### src/hdl/vrm_pkg.sv
// ----------------------------------------------------------------------------
// vrm_pkg
// Shared types and constants of the variance ratio marker.
// ----------------------------------------------------------------------------
package vrm_pkg;

  // operations of the shared arithmetic unit
  typedef enum logic [2:0] {
    OP_ADD,
    OP_SUB,
    OP_MLL,
    OP_MLH,
    OP_MHH
  } alu_op_t;

  // register indexes of the configuration channel
  localparam logic CFG_SHORT = 1'b0;
  localparam logic CFG_LONG  = 1'b1;

  // window lengths
  localparam int         WIN_BITS      = 9;
  localparam logic [8:0] SHORT_DEFAULT = 9'd16;
  localparam logic [8:0] LONG_DEFAULT  = 9'd64;
  localparam logic [8:0] SHORT_MIN     = 9'd2;

  // ratio output
  localparam int          FRAC_BITS  = 12;
  localparam logic [3:0]  IP_MAX     = 4'd10;
  localparam logic [3:0]  TEN        = 4'd10;
  localparam logic [15:0] MARKER_MAX = 16'd40960;

endpackage

### src/hdl/vrm_alu.sv
// ----------------------------------------------------------------------------
// vrm_alu
// Shared wide add/subtract unit with a half-width multiplier for squares.
// ----------------------------------------------------------------------------
module vrm_alu #(
  parameter int PRICE_BITS = 32,
  parameter int W          = 128
) (
  input  vrm_pkg::alu_op_t        op,
  input  logic [W-1:0]            a,
  input  logic [W-1:0]            b,
  input  logic [PRICE_BITS-1:0]   mag,
  output logic [W-1:0]            y,
  output logic                    ge
);

  localparam int H = (PRICE_BITS + 1) / 2;

  logic [H-1:0]   lo;
  logic [H-1:0]   hi;
  logic [H-1:0]   mx;
  logic [H-1:0]   my;
  logic [2*H-1:0] prod;
  logic [W-1:0]   addend;
  logic           sub;
  logic [W:0]     sum;

  // split magnitude into halves
  assign lo = mag[H-1:0];
  assign hi = H'(mag >> H);

  // multiplier operand select
  always_comb begin
    mx = lo;
    my = lo;
    case (op)
      vrm_pkg::OP_MLH: begin
        my = hi;
      end
      vrm_pkg::OP_MHH: begin
        mx = hi;
        my = hi;
      end
      default: begin
        mx = lo;
        my = lo;
      end
    endcase
  end

  assign prod = mx * my;

  // addend select: partial products carry their weight
  always_comb begin
    sub    = 1'b0;
    addend = b;
    case (op)
      vrm_pkg::OP_MLL: addend = W'(prod);
      vrm_pkg::OP_MLH: addend = W'(prod) << (H + 1);
      vrm_pkg::OP_MHH: addend = W'(prod) << (2 * H);
      vrm_pkg::OP_SUB: begin
        sub    = 1'b1;
        addend = ~b;
      end
      default: addend = b;
    endcase
  end

  // one adder; carry out of a subtract means a >= b
  assign sum = {1'b0, a} + {1'b0, addend} + {{W{1'b0}}, sub};
  assign y   = sum[W-1:0];
  assign ge  = sum[W];

endmodule

### config.mk
export PLATFORM = sky130hd
export DESIGN_NAME = vrm_alu
export DESIGN_NICKNAME = d
export VERILOG_FILES = /design/src/hdl/vrm_pkg.sv /design/src/hdl/vrm_alu.sv
export SDC_FILE = /design/constraint.sdc
export NUM_CORES = 1
export LEC_CHECK = 0
export ABC_AREA = 0
export BUFFER_PORTS_ARGS = -buffer_cell sky130_fd_sc_hd__buf_2
export CORE_ASPECT_RATIO = 1.5
export CORE_MARGIN = 2
export CORE_UTILIZATION = 63
export DETAILED_ROUTE_END_ITERATION = 8
export PLACE_DENSITY_LB_ADDON = 0.25
export SLEW_MARGIN = 20
export SYNTH_ARGS = -nofsm -noshare
export SYNTH_HDL_FRONTEND = slang
export SYNTH_SLANG_ARGS = --single-unit
### constraint.sdc
create_clock -name vclk -period 36.8
set_input_delay 5.52 -clock vclk [all_inputs]
set_output_delay 5.52 -clock vclk [all_outputs]
set_load 0.05 [all_outputs]
==> reports/qor.csv <==
stage,metric,value,unit
route,DRT iter0 DRCs,2225,
job,max_cap viols,0,
outcome,failing checks,design-rule violations,
sta,worst slew pin tran,1200,ps
place,cell count after placement,3589,
sta,RSZ-0062 raised after global routing,no,
yosys,Post-Syn Area,19900,sq um
worst_setup_path,Worst setup SP type,input port,
layout,FFs & Latches,0,
yosys,register area share after synthesis,0,%
place,worst slack at placement,12250,ps
clock_network,postcts setup bufs,0,
sta,Tcrit/Tclk final,67.5,%
route,DRC violations left,1,
sta,fmax,0.0402,GHz
layout,Seq. cell area,0,sq um
sta,Final setup viols,0,
sta,setup_tns,0,ps
worst_setup_path,Crit-path slowest cell,nor3_1,
layout,Final #Nets,3906,
yosys,syn avg cell area,6.88,sq um
min_path,worst hold-check path type,in2out,
route,ANT nets after route,0,
route,routed len/inst,23.6,um
die,die height,222,um
die,I/O pin count,420,
sta,fin. max-slew vios,0,
place,RD Place Congestion,1.12,
global_route,vias in the first global route,24200,
yosys,syn nets,3607,
layout,FILL cells,2663,
yosys,Yosys warning count,0,
die,full die area,33000,sq um
route,Final Routed Wirelength,85200,um
yosys,Syn Inst Count,2889,
outcome,status,finished with violations,
sta,final worst path period need,24850,ps
sta,Slew headroom,19.6,%
worst_setup_path,Worst setup EP type,primary output,
global_route,first-pass GRT wire length,129000,um
worst_setup_path,Crit Path Category,in2out,
layout,area delta synth->final,11.8,%
global_route,gr ovfl total,0,
die,Core Region,31000,sq um
route,via count,23900,
global_route,antenna violations before repair,19,
sta,Final Hold Fails,0,
place,HPWL reported at the end of detailed placement,70900,um
clock_network,PostCTS Resize Cnt,0,
layout,share of layout cells above drive strength 1,15.3,%
worst_setup_path,CP required,31280,ps
layout,final std cells w/o fill,3613,
global_route,gr usage total,50.5,%
die,initial core utilization,64.1,%
global_route,largest net degree at the start of global routing,66,
sta,Final WS setup,11950,ps
die,Core Rows,79,
worst_setup_path,CP peak stage delay,830,ps
worst_setup_path,crit path DAT,19330,ps
yosys,Synth cell types,79,
worst_setup_path,crit-path max FO,56,
layout,clock buffer count,0,
route,Vias per Instance,6.63,
die,die outline width,149,um
worst_setup_path,CP most frequent cell,fa_1,
route,TritonRoute pass-1 iters,8,
place,Buffers on Ports,420,
clock_network,hold buffer count at CTS,0,
## cell families after synthesis
family,synth area share (%)
adders and majority gates,34.6
buffers and inverters,8.22
and+or+nand+nor,21.1
xor gates and xnor gates,7.75
AOI/OAI and AO/OA,26.4
muxes,1.93
## worst max-delay path: cells and delay by family
kind	cells	cell delay (ps)
compound gates	10	3460
fa+ha+maj	8	4090
simple gates	11	4140
mux	2	460
buf+inv	9	1650
## worst paths after layout
kind | cells past startpoint | from | slack, ps | end
worst max-delay path | 40 | op[0] | 11950 | y[123]
worst min-delay path | 3 | a[0] | 11540 | y[0]
## placed cells by master (no fill, tap or decap), types with 18 or more instances in the layout
master and n:
nand2_1 422, buf_2 420, nor2_1 319, a21oi_1 306, inv_1 286, ha_1 231, fa_1 196, o21ai_0 160
xnor2_1 98, xor2_1 77, a21o_1 67, nand4_1 66, o21bai_1 45, nor3_1 36, mux2i_1 30, o22ai_1 25
nand3_1 24, a31oi_1 23, a22oi_1 23, diode_2 22, o21a_1 22, buf_4 22, o221ai_1 18, nand2b_1 18
## per-stage QoR
step	hold WS [ps]	cell area, sq um	util, %
after floorplan	11440	19900	-
after global placement	11570	22100	71.3
after detailed placement	11540	22100	71.3
after CTS	11540	22100	71.3
after global routing	11570	22200	71.5
final	11540	22200	71.6
## synth_stat cells, drive strengths merged, types with 35 or more instances
cell / instances / area, sq um
nand2: 422 / 1580
nor2: 325 / 1220
a21oi: 306 / 1530
inv: 286 / 1070
ha: 231 / 2890
fa: 196 / 3920
o21ai: 164 / 821
clkbuf: 135 / 507
xnor2: 99 / 867
xor2: 77 / 674
a21o: 67 / 503
nand4: 66 / 413
o21bai: 45 / 338
nor3: 37 / 196
mux2i: 35 / 350
## layer usage
layer / global-route usage (%) / vias up / wire, um
li1: - / 10600 / -
met1: 48.8 / 10900 / 25800
met2: 81.4 / 1731 / 38500
met3: 17.1 / 662 / 9900
met4: 50.7 / 6 / 10900
met5: 0 / - / 40
## area by class of cell
cell class	count	area [sq um]	share of cell area, %
tap	405	507	2.28
timing repair buffer	443	2280	10.2
multi-input combinational	2456	18300	82.4
inverter	287	1080	4.85
antenna	22	55.1	0.248
Power is not shown: default switching activity piles up to over one toggle a cycle in this logic, so the estimate is an artifact.
